$ cat src/rtl/shr_pkg.sv
// ----------------------------------------------------------------------------
// shr_pkg
// Shared types, codes and sizes of the sorted handler registry.
// ----------------------------------------------------------------------------
package shr_pkg;

    // default table size
    localparam int TABLE_DEPTH = 32;

    // field widths
    localparam int KEY_W     = 31;
    localparam int HANDLER_W = 32;
    localparam int VALUE_W   = 16;
    localparam int MODE_W    = 2;
    localparam int STATUS_W  = 3;

    // stream word widths (padded to whole bytes)
    localparam int S_TDATA_W = 80;
    localparam int M_TDATA_W = 88;
    localparam int APB_ADDR_W = 3;
    localparam int APB_DATA_W = 32;

    // command kinds
    localparam logic CMD_REGISTER = 1'b0;
    localparam logic CMD_REPORT   = 1'b1;

    // error modes
    typedef enum logic [MODE_W-1:0] {
        MODE_QUICK  = 2'd0,
        MODE_CALL   = 2'd1,
        MODE_LOG    = 2'd2,
        MODE_UNUSED = 2'd3
    } mode_t;

    // result status codes
    typedef enum logic [STATUS_W-1:0] {
        STAT_INSERTED  = 3'd0,
        STAT_REPLACED  = 3'd1,
        STAT_REMOVED   = 3'd2,
        STAT_FULL      = 3'd3,
        STAT_ABSENT    = 3'd4,
        STAT_RECORDED  = 3'd5,
        STAT_CALL      = 3'd6,
        STAT_RESERVED  = 3'd7
    } status_t;

    // sequencer states
    typedef enum logic [1:0] {
        ST_IDLE   = 2'd0,
        ST_CMP    = 2'd1,
        ST_DECIDE = 2'd2
    } state_t;

    // one table entry
    typedef struct packed {
        logic [KEY_W-1:0]     key;
        logic [HANDLER_W-1:0] handler;
        logic [VALUE_W-1:0]   last_err;
    } entry_t;

    // update command broadcast to every cell
    typedef struct packed {
        logic ins;
        logic rem;
        logic rep;
        logic err_wr;
    } cell_op_t;

endpackage

$ cat src/rtl/shr_cell.sv
// ----------------------------------------------------------------------------
// shr_cell
// One table slot: holds an entry, compares it with the broadcast key and
// shifts to or from its neighbours on insert and remove.
// ----------------------------------------------------------------------------
module shr_cell (
    input  logic                         clk,
    input  logic                         rst_n,
    input  logic                         cmp_en,
    input  logic [shr_pkg::KEY_W-1:0]    cmp_key,
    input  logic                         valid,
    input  shr_pkg::cell_op_t            op,
    input  shr_pkg::entry_t              new_entry,
    input  logic [shr_pkg::VALUE_W-1:0]  err_value,
    input  shr_pkg::entry_t              left_entry,
    input  logic                         left_after,
    input  shr_pkg::entry_t              right_entry,
    output shr_pkg::entry_t              entry,
    output logic                         after,
    output logic                         eq
);

    shr_pkg::entry_t entry_reg;
    logic            gt_reg;
    logic            eq_reg;

    // compare flags, captured in the cycle after the word is taken
    always_ff @(posedge clk or negedge rst_n)
    begin
        if (!rst_n)
        begin
            gt_reg <= 1'b0;
            eq_reg <= 1'b0;
        end
        else if (cmp_en)
        begin
            gt_reg <= valid && (entry_reg.key > cmp_key);
            eq_reg <= valid && (entry_reg.key == cmp_key);
        end
    end

    // slot at or beyond the insert position
    assign after = gt_reg || !valid;

    // entry update
    always_ff @(posedge clk)
    begin
        if (op.ins && after)
        begin
            entry_reg <= left_after ? left_entry : new_entry;
        end
        else if (op.rem && (gt_reg || eq_reg || !valid))
        begin
            entry_reg <= right_entry;
        end
        else
        begin
            if (op.rep && eq_reg)
            begin
                entry_reg.handler <= new_entry.handler;
            end
            if (op.err_wr && eq_reg)
            begin
                entry_reg.last_err <= err_value;
            end
        end
    end

    assign entry = entry_reg;
    assign eq    = eq_reg;

endmodule
$ cat config.mk
export PLATFORM = sky130hd
export DESIGN_NAME = shr_cell
export DESIGN_NICKNAME = d
export VERILOG_FILES = /design/src/rtl/shr_pkg.sv /design/src/rtl/shr_cell.sv
export SDC_FILE = /design/constraint.sdc
export NUM_CORES = 1
export LEC_CHECK = 0
export BUFFER_PORTS_ARGS = -buffer_cell sky130_fd_sc_hd__clkbuf_2
export CAP_MARGIN = 10
export CORE_AREA = 4 4 142 144
export CTS_CLUSTER_DIAMETER = 80
export DETAILED_ROUTE_END_ITERATION = 10
export DIE_AREA = 0 0 146 148
export HOLD_SLACK_MARGIN = 0.15
export SETUP_SLACK_MARGIN = 0.02
export SYNTH_ARGS = -nofsm -noshare
export SYNTH_HDL_FRONTEND = slang
export SYNTH_SLANG_ARGS = --single-unit
$ cat constraint.sdc
create_clock -name clk -period 3.11 [get_ports clk]
set_clock_uncertainty 0.1 [all_clocks]
set_input_delay 0.622 -clock clk [delete_from_list [all_inputs] [get_ports clk]]
set_output_delay 0.622 -clock clk [all_outputs]
set_load 0.1 [all_outputs]
==> results of run 1 <==
cell type report:
class,count,share of cell area (%)
flip-flops and latches,81,32.8
multi-input cells,362,30.6
repair buffers,386,26.8
well taps,234,3.96
clock buffers,9,3.05
inverters,32,1.63
clock inverters,7,1.15
diodes,1,0.0339
power breakdown:
group          switching, uW  internal (uW)
Combinational           1350            387
Clock                    476            638
Sequential              53.6           1380
Total                   1880           2400
routing by layer:
metal / global-route usage (%) / routed length [um]
met1: 19.4 / 7350
met4: 5.74 / 419
met5: 0 / 13
met2: 28.8 / 9380
met3: 4.51 / 1370
worst max-delay path: cells and delay by family, from the launching register on:
family / cells / cell delay, ns
buffers and inverters: 1 / 0.55
flip-flops: 1 / 0.35
AND/OR/NAND/NOR: 1 / 0.30
layout by cell type, fill, tap and decap left out, types with 8 or more instances in the layout:
cell / netlist / routed
a211oi_1: 18 / 18
a21oi_1: 8 / 8
a31oi_1: 17 / 17
buf_4: 0 / 11
clkbuf_16: 0 / 9
clkbuf_2: 0 / 372
edfxtp_1: 79 / 79
ha_1: 31 / 31
inv_1: 32 / 32
mux2i_1: 31 / 31
nand2_1: 71 / 69
nor2_1: 70 / 70
nor2b_1: 16 / 16
o21ai_0: 34 / 34
o22ai_1: 33 / 33
how the worst min path moves through the flow:
stage | from | endpoint | slack (ns) | depth (start not counted)
floorplan | rst_n | eq$_DFFE_PN0P_ | 0.23 | 0
global placement | rst_n | eq$_DFFE_PN0P_ | 0.31 | 1
detailed placement | rst_n | gt_reg$_DFFE_PN0P_ | 0.31 | 1
CTS | cmp_en | eq$_DFFE_PN0P_ | 0.42 | 2
global route | right_entry[76] | entry[76]$_DFFE_PP_ | 0.45 | 3
finish | cmp_en | eq$_DFFE_PN0P_ | 0.43 | 2
logic make-up after synthesis:
family	count (synthesis)	share of synthesized area (%)
mux	32	6.58
fa+ha+maj	31	7.84
flops	81	49.0
compound gates	124	15.7
simple gates	175	15.4
buf+inv	62	5.51
metrics by stage:
stage,power [uW],std cells
3_3_place_gp,3190,1094
4_1_cts,4350,1111
6_report,4280,1112
2_1_floorplan,2760,505
5_1_grt,4500,1112
3_5_place_dp,3210,1094
==> impl_metrics.yaml, run 1 <==
min_path:
  hp-class: "input port to flop"
worst_setup_path:
  cp.arrival_ns: 1.54
  path_max_fanout: 5
  rrSetupSlack_ns: 0.86
  worstReg2RegStart: "entry[50]$_DFFE_PP_"
  cp-end-kind: "output port"
  crit_end: "after"
  slowest_stage: "clkbuf_2"
  critPathLaunch: "gt_reg$_DFFE_PN0P_"
  startpoint_type: "flop"
  reg2reg_to: "gt_reg$_DFFE_PN0P_"
  path_class: "flop to output port"
  max_stage_delay_ns: 0.55
  reg2regPathDepth: 6
  path_cells: "nand2b_1 -> clkbuf_2"
  crit_required_ns: 2.39
pwr:
  vdd_drop_max_uv: 243
  leakage_uw: 0.00373
  power.density_mw_per_mm2: 579
final_layout:
  final_util_pct: 39.5
  nets: 1196
  fin_area_mm2: 0.00739
  multiInputGateArea_mm2: 0.00226
  final_layout_size_suffix_gt1_share_pct: 47.0
  regArea_mm2: 0.00242
  fillCellCount: 1964
  largest_register_ffs: 79
  area_growth_pct: 49.4
synthesis:
  yosysWarnings: 0
  synth_nets: 829
  yosys-top-cells-area: "edfxtp_1 48%, ha_1 7.8%, mux2i_1 6.3%"
  ys_types: 37
  yosysTopAreaCell: "edfxtp_1"
  synth_top_flop_cell: "edfxtp_1"
  syn_inst: 505
  synth-seq-area-share_pct: 49.0
  syn_area_mm2: 0.00495
  ys_ff_latch: 81
  yosysMostFrequentCell: "edfxtp_1"
  async_flop_share_pct: 2.47
  synth_edf_count: 79
  synth_common_cells: "79 x edfxtp_1, 71 x nand2_1, 70 x nor2_1"
  yosys.area.top_type_share_pct: 48.0
  synth_area_per_cell_um2: 9.80
sta:
  clock.fmax_mhz: 441
  slew_viol_final: 0
  setup_tns_ns: 0
  fin_ws_ns: 0.844
  holdWs_ns: 0.435
  finalCritPeriodShare_pct: 72.9
  max_slew_margin_pct: 61.0
  setup_viol: 0
  rsz0062_at_grt: "false"
  post-route-min-period_ns: 2.27
  worst_slew_pin_slew_ns: 0.588
  hold_viol: 0
placement:
  portBuffers: 373
  place.gp.congestion: 0.843
  post-place-ws_ns: 0.613
  placed_area_mm2: 0.00707
  post-dp-hpwl_um: 15400
drt:
  dr.pass1.iters: 4
  routedWlPerCell_um: 16.7
  antenna_left: 0
  drt-initial-drc-count: 174
  vias: 5009
  viasPerCell: 4.50
  wl_um: 18500
  drc: 0
clock_tree:
  cts.path.max_buffers: 2
  hold_buffers: 1
  cts_tree: "done"
  clockRootBuffer: "clkbuf_16"
  post_cts_buffers: 0
  path_clk_slew_ns: 0.07
  cts_made_buffers: 9
  htree_levels: 3
  cts_resized: 0
  worst_skew_pair.late_latency_ns: 0.34
  cts.sinks: 81
floorplan:
  fp.dieW_um: 146
  start_util_pct: 26.4
  fp.dieH_um: 148
  ios: 374
  dieArea_mm2: 0.0216
  coreArea_mm2: 0.0187
  std_cell_rows: 50
global_route:
  grt_max_degree: 53
  grt_pass1_wl_um: 27500
  grt_usage_pct: 16.4
  grt_pass1_vias: 5035
  globalRouteOverflowTotal: 0
  antenna_found_initial: 2
run:
  drv_cap: 0
status:
  outcome: "finished clean"
Power figures use the tool's default switching activity.
==> run 2: changes to the inputs <==
--- a/config.mk
+++ b/config.mk
@@ -7,10 +7,10 @@
 export LEC_CHECK = 0
 export BUFFER_PORTS_ARGS = -buffer_cell sky130_fd_sc_hd__clkbuf_2
 export CAP_MARGIN = 10
-export CORE_AREA = 4 4 142 144
+export CORE_AREA = 4 4 144 146
 export CTS_CLUSTER_DIAMETER = 80
 export DETAILED_ROUTE_END_ITERATION = 10
-export DIE_AREA = 0 0 146 148
+export DIE_AREA = 0 0 148 150
 export HOLD_SLACK_MARGIN = 0.15
 export SETUP_SLACK_MARGIN = 0.02
 export SYNTH_ARGS = -nofsm -noshare
==> constraint.sdc (replaced) <==
create_clock -name clk -period 1.8 [get_ports clk]
set_clock_uncertainty 0.1 [all_clocks]
set_input_delay 0.36 -clock clk [delete_from_list [all_inputs] [get_ports clk]]
set_output_delay 0.36 -clock clk [all_outputs]
set_load 0.1 [all_outputs]
==> run 2 against run 1 <==
Compared with the run above: the flow now finishes with violations (setup timing); sequential share of layout area fell by 3.3 points; non-clock buffer count rose by 44; register-to-register slack got worse by 1.2 ns; via count rose by 6.1%; wire length rose by 9.8%; clock power rose by 74%; worst setup slack got worse by 1.1 ns; sequential power rose by 73%; power rose by 81%; die area rose by 2.7%; critical path type is now flop to flop; largest power group unchanged.
==> impl_metrics.yaml, run 2 (synthesis results as in run 1) <==
placement:
  portBuffers: 373
  dp_cells: 1165
  placed_area_mm2: 0.00759
  post-place-ws_ns: -0.392
  post-dp-hpwl_um: 15700
  place.gp.congestion: 0.844
final_layout:
  final_util_pct: 42.4
  multiInputGateArea_mm2: 0.00257
  area_growth_pct: 66.4
  fillCellCount: 1968
  mostFrequentLayoutCells: "362 x clkbuf_2, 79 x edfxtp_1, 68 x nand2_1"
  diodes: 0
  final_layout_size_suffix_gt1_share_pct: 53.0
  largest_register_ffs: 79
  final_common_cell: "clkbuf_2"
  stdcell_count: 1190
  nets: 1244
  fin_area_mm2: 0.00823
  regArea_mm2: 0.00243
clock_tree:
  cts_made_buffers: 9
  cts_tree: "done"
  clockRootBuffer: "clkbuf_16"
  cts.path.max_buffers: 2
  cts.sinks: 81
  worst_skew_pair.late_latency_ns: 0.34
  htree_levels: 3
  path_clk_slew_ns: 0.07
pwr:
  p_sw_share_pct: 43.5
  pwr-share-comb_pct: 43.0
  switchingPower_uw: 3360
  power_uw: 7730
  power.density_mw_per_mm2: 939
  seq_power_share_pct: 32.1
  vdd_drop_max_uv: 417
  p_clk_share_pct: 24.9
  leakage_uw: 0.00407
  p_int_uw: 4370
global_route:
  grt_pass1_wl_um: 28600
  grt_pass1_vias: 5288
  met3_usage_pct: 4.15
  globalRouteOverflowTotal: 0
  antenna_found_initial: 1
  grt_use_met1_pct: 19.4
  grt_max_degree: 45
  use_met2_pct: 30.1
  grt_usage_pct: 16.7
  top_usage_layer: "met2"
worst_setup_path:
  path_cells: "ha_4 -> a21oi_2 -> a21oi_1 -> o31a_1 -> o41a_1 -> o32a_1"
  cp-end-kind: "flop"
  max_stage_delay_ns: 0.44
  startpoint_type: "flop"
  path_max_fanout: 3
  crit_required_ns: 1.92
  slowest_stage: "edfxtp_1"
  cp.arrival_ns: 2.23
  crit_family: "compound AO/OA/AOI/OAI gates"
  cp.buffers_inverters: 0
  path_class: "flop to flop"
sta:
  max_slew_margin_pct: 61.7
  worst_slew_pin_slew_ns: 0.576
  post-route-min-period_ns: 2.10
  hold_viol: 0
  fin_ws_ns: -0.305
  slew_viol_final: 0
  setup_viol: 2
  clock.fmax_mhz: 475
  finalCritPeriodShare_pct: 117
  rsz0062_at_grt: "true"
status:
  failed_checks: "setup timing"
  outcome: "finished with violations"
floorplan:
  fp.dieW_um: 148
  ios: 374
  start_util_pct: 25.5
  fp.dieH_um: 150
  dieArea_mm2: 0.0222
  std_cell_rows: 51
  coreArea_mm2: 0.0194
drt:
  antenna_left: 0
  vias: 5314
  drc: 0
  viasPerCell: 4.47
  dr.pass1.iters: 4
  wl_um: 20300
  routedWlPerCell_um: 17.1
  drt-initial-drc-count: 204
run:
  drv_cap: 0
min_path:
  hp-class: "input port to flop"
## run 2: cell count changes in the layout (fill, tap and decap cells not counted), moves of 7 or more
cell	change
buf_4	+40
nor2_1	-9
clkbuf_2	-10
o22ai_2	+7
ha_1	-8
o22ai_1	-7
ha_4	+7
## run 2: worst paths after layout
check	start	end	slack, ns	cells past startpoint
max	entry[50]$_DFFE_PP_	gt_reg$_DFFE_PN0P_	-0.30	6
min	cmp_en	eq$_DFFE_PN0P_	0.18	2
max reg2reg	entry[50]$_DFFE_PP_	gt_reg$_DFFE_PN0P_	-0.30	6
min reg2reg	gt_reg$_DFFE_PN0P_	gt_reg$_DFFE_PN0P_	0.53	2
max in group asynchronous	rst_n	eq$_DFFE_PN0P_	1.20	2
min in group asynchronous	rst_n	eq$_DFFE_PN0P_	0.28	2
## run 2: repair_timing
item                                    4_1_cts  5_1_grt
hold buffers                                  1        0
pin swaps                                     3        8
hold endpoints to repair                      2        0
gates resized for setup                      11       41
gates cloned                                  3        3
endpoints found under the setup margin       29       57
setup buffers                                 1        1
## run 2: power by group through the flow
stage | clock network, uW | logic (uW) | registers, uW
2_1_floorplan | 0 | 719 | 4100
3_3_place_gp | 0 | 3200 | 2510
3_5_place_dp | 0 | 3210 | 2520
4_1_cts | 2010 | 3260 | 2480
5_1_grt | 2070 | 3520 | 2500
6_report | 1930 | 3320 | 2480
## run 2: cell type report
| cell class | instances | share of cell area, % |
|---|---|---|
| clock buffers | 9 | 2.74 |
| clock inverters | 7 | 1.02 |
| inverters | 32 | 1.46 |
| multi-input cells | 366 | 31.3 |
| flip-flops and latches | 81 | 29.5 |
| well taps | 265 | 4.03 |
| repair buffers | 430 | 30.0 |
## run 2: worst reg2reg max path: stages, from the launching register on
cell and delay (ns):
edfxtp_1 0.44, ha_4 0.25, a21oi_2 0.13, a21oi_1 0.08, o31a_1 0.31, o41a_1 0.39
o32a_1 0.28
## run 2: routing by layer
metal / vias up / routed length, um
li1: 2679 / -
met2: 215 / 10600
met1: 2392 / 7890
met4: 2 / 363
met3: 26 / 1460
met5: - / 19
## run 2: metrics by stage
stage,TNS [ns],hold slack (ns)
6_report,-0.485,0.182
2_1_floorplan,-5.68,-0.0356
4_1_cts,-0.537,0.173
3_3_place_gp,-0.868,0.0527
5_1_grt,-0.706,0.181
3_5_place_dp,-1.56,0.0535
==> run 3: changes to the inputs <==
--- a/config.mk
+++ b/config.mk
@@ -12,6 +12,7 @@
 export DETAILED_ROUTE_END_ITERATION = 10
 export DIE_AREA = 0 0 148 150
 export HOLD_SLACK_MARGIN = 0.15
+export PLACE_DENSITY = 0.63
 export SETUP_SLACK_MARGIN = 0.02
 export SYNTH_ARGS = -nofsm -noshare
 export SYNTH_HDL_FRONTEND = slang
==> run 3 against run 2 <==
Compared with the run above: the flow still finishes with violations (setup timing); critical endpoint unchanged; non-clock buffer count shrank 4; via count is essentially flat; clock-buffer cell count is the same; global-route usage shrank 0.46 points; largest power group unchanged.
==> impl_metrics.yaml, run 3 (synthesis results as in run 1) <==
status:
  outcome: "finished with violations"
  failed_checks: "setup timing"
final_layout:
  fillCellCount: 1929
  stdcell_count: 1186
  nets: 1240
  final_util_pct: 42.3
  regArea_mm2: 0.00243
  largest_register_ffs: 79
  final_common_cell: "clkbuf_2"
  multiInputGateArea_mm2: 0.00260
  final_layout_size_suffix_gt1_share_pct: 54.3
  diodes: 0
  area_growth_pct: 65.8
  mostFrequentLayoutCells: "358 x clkbuf_2, 79 x edfxtp_1, 68 x nand2_1"
drt:
  viasPerCell: 4.48
  drt-initial-drc-count: 265
  wl_um: 19800
  dr.pass1.iters: 4
  routedWlPerCell_um: 16.7
  vias: 5312
  drc: 0
  antenna_left: 0
worst_setup_path:
  reg2regPathDepth: 6
  rrSetupSlack_ns: -0.32
  critPathLaunch: "entry[54]$_DFFE_PP_"
  path_max_fanout: 2
  crit_required_ns: 1.93
  max_stage_delay_ns: 0.41
  worstSetupPathDepth: 6
  reg2reg_to: "gt_reg$_DFFE_PN0P_"
  worstReg2RegStart: "entry[54]$_DFFE_PP_"
  cp.buffers_inverters: 0
  crit_end: "gt_reg$_DFFE_PN0P_"
  slowest_stage: "o41a_1"
  cp-end-kind: "flop"
  cp.arrival_ns: 2.24
  path_cells: "ha_1 -> nand4_1 -> a21oi_1 -> o31a_1 -> o41a_1 -> o32a_1"
  path_class: "flop to flop"
  startpoint_type: "flop"
  crit_family: "compound AO/OA/AOI/OAI gates"
clock_tree:
  cts_made_buffers: 9
  cts.sinks: 81
  htree_levels: 3
  cts.path.max_buffers: 2
  clockRootBuffer: "clkbuf_16"
  worst_skew_pair.late_latency_ns: 0.34
  cts_tree: "done"
  path_clk_slew_ns: 0.07
min_path:
  hp-class: "input port to flop"
sta:
  rsz0062_at_grt: "true"
  slew_viol_final: 0
  clock.fmax_mhz: 472
  hold_viol: 0
  worst_slew_pin_slew_ns: 0.586
  finalCritPeriodShare_pct: 118
  fin_ws_ns: -0.317
  max_slew_margin_pct: 61.1
  post-route-min-period_ns: 2.12
  setup_viol: 2
floorplan:
  fp.dieH_um: 150
  coreArea_mm2: 0.0194
  std_cell_rows: 51
  dieArea_mm2: 0.0222
  start_util_pct: 25.5
  fp.dieW_um: 148
  ios: 374
global_route:
  grt_pass1_vias: 5186
  antenna_found_initial: 0
  grt_usage_pct: 16.2
  grt_max_degree: 57
  grt_pass1_wl_um: 27900
  globalRouteOverflowTotal: 0
run:
  drv_cap: 0
pwr:
  leakage_uw: 0.00404
  vdd_drop_max_uv: 457
  power.density_mw_per_mm2: 943
placement:
  post-dp-hpwl_um: 15500
  dp_cells: 1158
  portBuffers: 373
  place.gp.congestion: 0.836
==> run 3: worst min path at each step <==
stage / from / to / slack [ns] / cells after the start
3_3_place_gp: rst_n / eq$_DFFE_PN0P_ / 0.05 / 1
2_1_floorplan: rst_n / gt_reg$_DFFE_PN0P_ / -0.04 / 0
6_report: right_entry[73] / entry[73]$_DFFE_PP_ / 0.19 / 3
3_5_place_dp: rst_n / eq$_DFFE_PN0P_ / 0.05 / 1
5_1_grt: cmp_en / eq$_DFFE_PN0P_ / 0.18 / 2
4_1_cts: cmp_en / eq$_DFFE_PN0P_ / 0.16 / 2
==> run 3: worst register-to-register path: cells and delay by family (launching register included) <==
kind	cells	cell delay, ns
AO/OA/AOI/OAI	4	1.08
flip-flops	1	0.40
AND/OR/NAND/NOR	1	0.13
adder cells (fa/ha/maj)	1	0.31
==> run 3: area by class of cell <==
| class | instances | share of cell area (%) |
|---|---|---|
| multi-input cells | 366 | 31.7 |
| flip-flops and latches | 81 | 29.6 |
| repair buffers | 426 | 29.4 |
| well taps | 265 | 4.04 |
| clock buffers | 9 | 2.75 |
| inverters | 32 | 1.46 |
| clock inverters | 7 | 1.08 |
==> run 3: repair_timing <==
item                                   4_1_cts  5_1_grt
buffers inserted                             1        5
setup endpoints to repair                   35       97
gates cloned                                 2        3
pin swaps                                    3        8
resized for setup                            9       55
endpoints found under the hold margin        2        0
hold buffers                                 1        0
==> run 3: where the power goes <==
group / switching (uW) / internal [uW] / total, uW
sequential: 98.4 / 2380 / 2480
combinational: 2440 / 893 / 3330
clock: 823 / 1100 / 1920
total: 3360 / 4370 / 7730
==> run 3: routing by layer <==
metal / part of all wire [%] / routed length (um) / vias to the layer above / GRT usage (%)
li1: - / - / 2667 / -
met1: 39 / 7790 / 2409 / 19.4
met2: 52 / 10300 / 214 / 29.2
met3: 7.3 / 1450 / 22 / 3.42
met4: 1.7 / 340 / 0 / 4.71
met5: 0 / 0 / - / 0
==> run 3: stage by stage <==
| stage | setup slack [ns] | hold slack (ns) | setup TNS (ns) | power [uW] | instance area (um2) |
|---|---|---|---|---|---|
| finish | -0.317 | 0.193 | -0.437 | 7730 | 8200 |
| global route | -0.379 | 0.177 | -1.23 | 8090 | 8200 |
| CTS | -0.306 | 0.164 | -0.479 | 7710 | 7930 |
| detailed placement | -0.396 | 0.0502 | -0.959 | 5700 | 7540 |
| global placement | -0.356 | 0.0525 | -0.861 | 5680 | 7540 |
| floorplan | -0.802 | -0.0356 | -5.68 | 4820 | 5090 |
